### src/rtl/m2s_pkg.sv
package m2s_pkg;

  localparam int WordW = 16;
  localparam int FracW = 4;
  localparam int ExpW  = 3;
  localparam int ClassW = 3;

  typedef enum logic [ClassW-1:0] {
    CLS_ZERO   = 3'd0,
    CLS_DENORM = 3'd1,
    CLS_NORMAL = 3'd2,
    CLS_INF    = 3'd3,
    CLS_NAN    = 3'd4
  } value_class_t;

  typedef enum logic {
    REG_FRACTION_BITS = 1'b0,
    REG_EXPONENT_BITS = 1'b1
  } reg_index_t;

  // Result word carried between modules.
  typedef struct packed {
    value_class_t value_class;
    logic         sign;
    logic [31:0]  single_bits;
  } result_t;

endpackage

### src/rtl/m2s_cfg.sv
module m2s_cfg (
  input  logic                     clk,
  input  logic                     rst,
  input  logic                     cfg_valid,
  output logic                     cfg_ready,
  input  logic [0:0]               cfg_index,
  input  logic                     cfg_index_hi,
  input  logic [m2s_pkg::FracW-1:0] cfg_data,
  output logic [m2s_pkg::FracW-1:0] frac_w,
  output logic [m2s_pkg::ExpW-1:0]  exp_w
);
  import m2s_pkg::*;

  logic [FracW-1:0] fraction_bits;
  logic [ExpW-1:0]  exponent_bits;

  assign cfg_ready = 1'b1;

  // Register writes; indexes above the list are dropped.
  always_ff @(posedge clk) begin
    if (rst) begin
      fraction_bits <= FracW'(10);
      exponent_bits <= ExpW'(5);
    end else if (cfg_valid && !cfg_index_hi) begin
      unique case (reg_index_t'(cfg_index))
        REG_FRACTION_BITS: fraction_bits <= cfg_data;
        REG_EXPONENT_BITS: exponent_bits <= cfg_data[ExpW-1:0];
        default: ;
      endcase
    end
  end

  // Clamp to the supported widths.
  always_comb begin
    frac_w = fraction_bits;
    if (fraction_bits < FracW'(2)) frac_w = FracW'(2);
    else if (fraction_bits > FracW'(10)) frac_w = FracW'(10);
    exp_w = exponent_bits;
    if (exponent_bits < ExpW'(3)) exp_w = ExpW'(3);
    else if (exponent_bits > ExpW'(5)) exp_w = ExpW'(5);
  end
endmodule

### src/rtl/m2s_decode.sv
module m2s_decode (
  input  logic [m2s_pkg::WordW-1:0] word,
  input  logic [m2s_pkg::FracW-1:0] frac_w,
  input  logic [m2s_pkg::ExpW-1:0]  exp_w,
  output m2s_pkg::result_t          res
);
  import m2s_pkg::*;

  logic [9:0]  frac;
  logic [4:0]  expf;
  logic        sgn;
  logic [4:0]  emax;
  logic [7:0]  bias;
  logic [3:0]  p;
  logic [15:0] shifted;
  logic [7:0]  ex;
  logic [22:0] mant;
  logic [22:0] top;

  always_comb begin
    shifted = word >> frac_w;
    frac = 10'(word & ((16'd1 << frac_w) - 16'd1));
    expf = 5'(shifted & ((16'd1 << exp_w) - 16'd1));
    sgn  = shifted[exp_w];
    emax = 5'((6'd1 << exp_w) - 6'd1);
    bias = 8'((9'd1 << (exp_w - 3'd1)) - 9'd1);
    // Fraction aligned to the top of the single fraction field.
    top  = 23'({13'd0, frac} << (5'd23 - 5'(frac_w)));
    // Position of the top set fraction bit.
    p = '0;
    for (int i = 0; i < 10; i++) begin
      if (frac[i]) p = 4'(i);
    end
    res.sign = sgn;
    ex   = '0;
    mant = '0;
    if (expf == emax) begin
      ex = 8'hFF;
      if (frac == '0) begin
        res.value_class = CLS_INF;
      end else begin
        res.value_class = CLS_NAN;
        mant = top | 23'h400000;
      end
    end else if (expf == '0) begin
      if (frac == '0) begin
        res.value_class = CLS_ZERO;
      end else begin
        res.value_class = CLS_DENORM;
        ex = 8'(8'(p) + 8'd128 - bias - 8'(frac_w));
        mant = 23'({13'd0, frac & ~(10'd1 << p)} << (5'd23 - 5'(p)));
      end
    end else begin
      res.value_class = CLS_NORMAL;
      ex = 8'(8'(expf) + 8'd127 - bias);
      mant = top;
    end
    res.single_bits = {sgn, ex, mant};
  end
endmodule

### src/rtl/minifloat_to_single_converter.sv
// Channel | Direction | Handshake
// in      | input     | in_valid / in_ready, encoded_word
// out     | output    | out_valid / out_ready, value_class, sign, single_bits
// cfg     | input     | cfg_valid / cfg_ready, cfg_index, cfg_data
// One word per cycle while the output is not stalled; a result appears in the cycle after acceptance.
// The result is held in the single output register after the decode logic.
// A stalled output holds its word; a new word is taken when the register
// is empty or being read. Synchronous reset empties the output register.
module minifloat_to_single_converter (
  input  logic        clk,
  input  logic        rst,
  input  logic        in_valid,
  output logic        in_ready,
  input  logic [15:0] encoded_word,
  output logic        out_valid,
  input  logic        out_ready,
  output logic [2:0]  value_class,
  output logic        sign,
  output logic [31:0] single_bits,
  input  logic        cfg_valid,
  output logic        cfg_ready,
  input  logic [1:0]  cfg_index,
  input  logic [3:0]  cfg_data
);
  import m2s_pkg::*;

  logic [FracW-1:0] frac_w;
  logic [ExpW-1:0]  exp_w;
  result_t          res_next;
  result_t          res;

  m2s_cfg u_cfg (
    .clk, .rst, .cfg_valid, .cfg_ready,
    .cfg_index(cfg_index[0:0]), .cfg_index_hi(cfg_index[1]),
    .cfg_data, .frac_w, .exp_w
  );

  m2s_decode u_dec (.word(encoded_word), .frac_w, .exp_w, .res(res_next));

  assign in_ready = !out_valid || out_ready;

  // Output register.
  always_ff @(posedge clk) begin
    if (rst) begin
      out_valid <= 1'b0;
    end else if (in_ready) begin
      out_valid <= in_valid;
    end
  end

  always_ff @(posedge clk) begin
    if (in_valid && in_ready) begin
      res <= res_next;
    end
  end

  assign value_class = res.value_class;
  assign sign        = res.sign;
  assign single_bits = res.single_bits;
endmodule

### config.mk
export PLATFORM = sky130hd
export DESIGN_NAME = minifloat_to_single_converter
export DESIGN_NICKNAME = d
export VERILOG_FILES = /design/src/rtl/m2s_pkg.sv /design/src/rtl/m2s_cfg.sv /design/src/rtl/m2s_decode.sv /design/src/rtl/minifloat_to_single_converter.sv
export SDC_FILE = /design/constraint.sdc
export NUM_CORES = 1
export LEC_CHECK = 0
export ABC_CLOCK_PERIOD_IN_PS = 5500
export BUFFER_PORTS_ARGS = -buffer_cell sky130_fd_sc_hd__buf_2
export CAP_MARGIN = 30
export CORE_ASPECT_RATIO = 0.75
export CORE_MARGIN = 3
export CORE_UTILIZATION = 30
export DETAILED_ROUTE_END_ITERATION = 8
export GPL_ROUTABILITY_DRIVEN = 0
export PLACE_DENSITY_LB_ADDON = 0.3
export SYNTH_ARGS = -nofsm -noshare
export SYNTH_HDL_FRONTEND = slang
export SYNTH_SLANG_ARGS = --single-unit
### constraint.sdc
create_clock -name clk -period 5.5 [get_ports clk]
set_input_delay 1.1 -clock clk [delete_from_list [all_inputs] [get_ports clk]]
set_output_delay 1.1 -clock clk [all_outputs]
set_load 0.05 [all_outputs]
==> flow_summary_export.csv <==
group,metric,value,unit
status,status,"complete, no violations",
worst_setup_path,arrival,4.69,ns
placement,dpl.hpwl,9160,um
pwr,seqPwrFrac,32.1,%
floorplan,core,13200,um^2
pwr,swShare,38.2,%
global_route,grt_use_total,15.7,%
clock_tree,cts_buffer_depth,2,
clock_tree,clock-sinks,43,
floorplan,die_width,141,um
floorplan,rows,36,
pwr,internal-power,0.794,mW
worst_setup_path,timing.rr.start,"u_cfg.exponent_bits[2]",
sta,relSlewSlack,32.3,%
clock_tree,htreeDepth,2,
worst_setup_path,r2r-end,"single_bits[30]",
global_route,grt_pass1_wl,19200,um
sta,setup_viol,0,
logic_synthesis,synth_cell_types,67,
hold_path,hold_path_startpoint,"u_cfg.exponent_bits[0]",
sta,finalHoldViolCount,0,
sta,post-route-period-util,84.4,%
route,drt_wl_total,11900,um
placement,place_inst,698,
global_route,antenna_found_initial,0,
floorplan,ios,66,
route,drc_errors,0,
worst_setup_path,rr_worst_depth,15,
sta,maxSlewViolCount,0,
global_route,grt_max_degree,36,
logic_synthesis,synth-main-ff-cell,"edfxtp_1",
pwr,comb_power_share,41.3,%
cells_and_area,multi_input_area,2630,um^2
pwr,p_leak,1.98,nW
worst_setup_path,cp.required,5.55,ns
logic_synthesis,synth_area,4100,um^2
worst_setup_path,crit_fanout,10,
floorplan,dieArea,15100,um^2
clock_tree,numCtsBuffers,5,
logic_synthesis,synth-seq-area-share,29.6,%
pwr,switching_power,0.490,mW
pwr,clkPwrFrac,26.6,%
job,drv_cap,0,
cells_and_area,nFillCells,1395,
route,drtIter0Drc,432,
placement,dpl_cell_area,4540,um^2
worst_setup_path,crit_path_frequent_cell,"ha_1",
worst_setup_path,critPathKind,"reg2reg",
clock_tree,clk_pin_slew,0.06,ns
floorplan,start_util,31.1,%
worst_setup_path,r2r_slack,0.86,ns
placement,dp_slack,0.857,ns
worst_setup_path,crit_chain,"inv_1, nor3_1, ha_1, inv_1, nand2b_1, ha_1, xnor2_1, fa_1, ha_1, nand2_1, a2111oi_0, nor2_1, a21oi_1, xnor2_1, a31o_2",
sta,rsz0062_at_grt,"false",
pwr,total_power,1.28,mW
clock_tree,cts_resized,0,
cells_and_area,syn_to_final_growth,15.0,%
cells_and_area,nNetsFinal,583,
sta,period_minus_slack,4.64,ns
logic_synthesis,yosys_warnings,0,
worst_setup_path,cp-end-kind,"flip-flop",
sta,fin_worst_skew,0.00509,ns
worst_setup_path,cp-start-kind,"flip-flop",
logic_synthesis,synth_edf_count,35,
clock_tree,ctsHoldBuffers,0,
logic_synthesis,synth_seq_cells,43,
cells_and_area,design_area,4710,um^2
clock_tree,cts_tree,"yes",
pwr,vdd_ir_drop_max,129,uV
logic_synthesis,postSynthCellCount,481,
cells_and_area,drive_above_1_share,19.1,%
sta,whs,0.538,ns
hold_path,hold_class,"reg2reg",
worst_setup_path,cp_slowest_cell,"a2111oi_0",
route,antenna_left,0,
placement,port_buffers,64,
global_route,grt_pass1_vias,3640,
route,vias_per_cell,5.45,
cells_and_area,antenna_cells,0,
logic_synthesis,synth_area_per_cell,8.51,um^2
route,vias,3845,
pwr,power.density,273,nW/um^2
clock_tree,clk_latency,0.29,ns
cells_and_area,final-seq-area,1210,um^2
sta,tns,0,ns
clock_tree,postCtsSetupBuffers,0,
clock_tree,cts_root_buf,"clkbuf_16",
logic_synthesis,async_flop_share,0,%
cells_and_area,finalNonFillerCells,706,
route,first_pass_iters,5,
floorplan,die_h,107,um
hold_path,min_to,"u_cfg.exponent_bits[0]",
cells_and_area,fin_util,35.8,%
route,post_drt_wl_per_cell,16.8,um
worst_setup_path,slowest_delay,0.62,ns
sta,fmax,215,MHz
hold_path,holdPathStages,1,
sta,fin_ws,0.859,ns
global_route,overflow,0,
sta,worst_pin_slew,1.01,ns
## cells by family after synthesis
family,share of synthesized area (%)
flip-flops,29.6
adder cells (fa/ha/maj),7.64
other,0.183
AO/OA/AOI/OAI,24.3
XOR/XNOR,3.64
multiplexers,9.96
AND/OR/NAND/NOR,17.0
buffers and inverters,7.67
## synth_stat cells, types with 8 or more instances
| master | instances | area share, % |
|---|---|---|
| nor2b_1 | 9 | 1.4 |
| mux2_2 | 8 | 2.2 |
| nor2_1 | 39 | 3.6 |
| xnor2_1 | 14 | 3.0 |
| clkbuf_1 | 22 | 2.0 |
| mux2i_1 | 25 | 6.1 |
| ha_1 | 17 | 5.2 |
| nand2b_1 | 9 | 1.4 |
| o211ai_1 | 9 | 1.6 |
| inv_1 | 25 | 2.3 |
| buf_2 | 10 | 1.2 |
| edfxtp_1 | 35 | 26 |
| nand3_1 | 13 | 1.6 |
| nand2_1 | 39 | 3.6 |
| a21oi_1 | 26 | 3.2 |
| o21ai_0 | 37 | 4.5 |
| dfxtp_1 | 8 | 3.9 |
## cell usage in the layout, fill, tap and decap left out, types with 3 or more instances in the layout
master	instances
o211ai_1	9
o32ai_1	3
nor2b_1	9
dfxtp_1	8
inv_1	25
o311ai_0	3
nand3_1	13
a21o_1	7
mux2_2	8
o22ai_1	6
nand2_1	39
buf_2	64
a211oi_1	5
o21ai_0	37
edfxtp_1	35
clkbuf_16	5
fa_1	5
a21oi_1	26
o2111ai_1	3
nand2b_1	9
o221ai_1	6
xor2_1	3
or2_2	3
a31oi_1	5
a211o_1	6
mux2i_1	25
mux2_4	3
conb_1	18
nor2_1	39
and2_1	6
or3_1	5
ha_1	17
buf_4	8
xnor2_1	14
nor3_1	6
o21a_1	4
a31o_2	3
nor3b_1	4
## registers in the layout, indices dropped and copies added (netlist names)
register and flops:
out_valid 1, sign 1, u_cfg.fraction_bits 4, u_cfg.exponent_bits 3
single_bits 31, value_class 3
## critical path, delay by kind of cell, from the launching register on
family,cells,cell delay [ns]
compound gates,3,1.06
buf+inv,2,0.30
flops,1,0.51
simple gates,4,0.58
fa+ha+maj,4,1.52
xor+xnor,2,0.42
## routing by layer
metal | track usage [%] | vias up | routed length [um]
met3 | 5.88 | 25 | 1200
met1 | 21.3 | 1804 | 5390
li1 | - | 1858 | -
met2 | 24.2 | 158 | 5100
met4 | 2.97 | 0 | 172
met5 | 0 | - | 0
## power groups by stage
stage               Clock [mW]  Combinational (mW)  Sequential, mW
finish                   0.341               0.531           0.412
global placement             0               0.516           0.419
floorplan                    0               0.311           0.516
CTS                      0.351               0.528           0.413
global route             0.362               0.579           0.416
detailed placement           0               0.524           0.419
## how the worst max path moves through the flow
| stage | from | cells after the start | endpoint |
|---|---|---|---|
| 6_report | u_cfg.exponent_bits[2] | 15 | single_bits[30] |
| 3_5_place_dp | u_cfg.exponent_bits[2] | 15 | single_bits[30] |
| 4_1_cts | u_cfg.exponent_bits[2] | 15 | single_bits[30] |
| 3_3_place_gp | encoded_word[8] | 13 | single_bits[30] |
| 2_1_floorplan | encoded_word[9] | 16 | single_bits[30] |
| 5_1_grt | u_cfg.exponent_bits[2] | 15 | single_bits[30] |
## cell type report
class	count	area share, %
Multi-Input combinational cell	384	55.9
Sequential cell	43	25.7
Inverter	28	2.23
Timing Repair Buffer	72	8.07
Tap cell	171	4.54
Clock inverter	3	0.930
Clock buffer	5	2.66
Note: power is estimated with default switching activity, not from simulation.
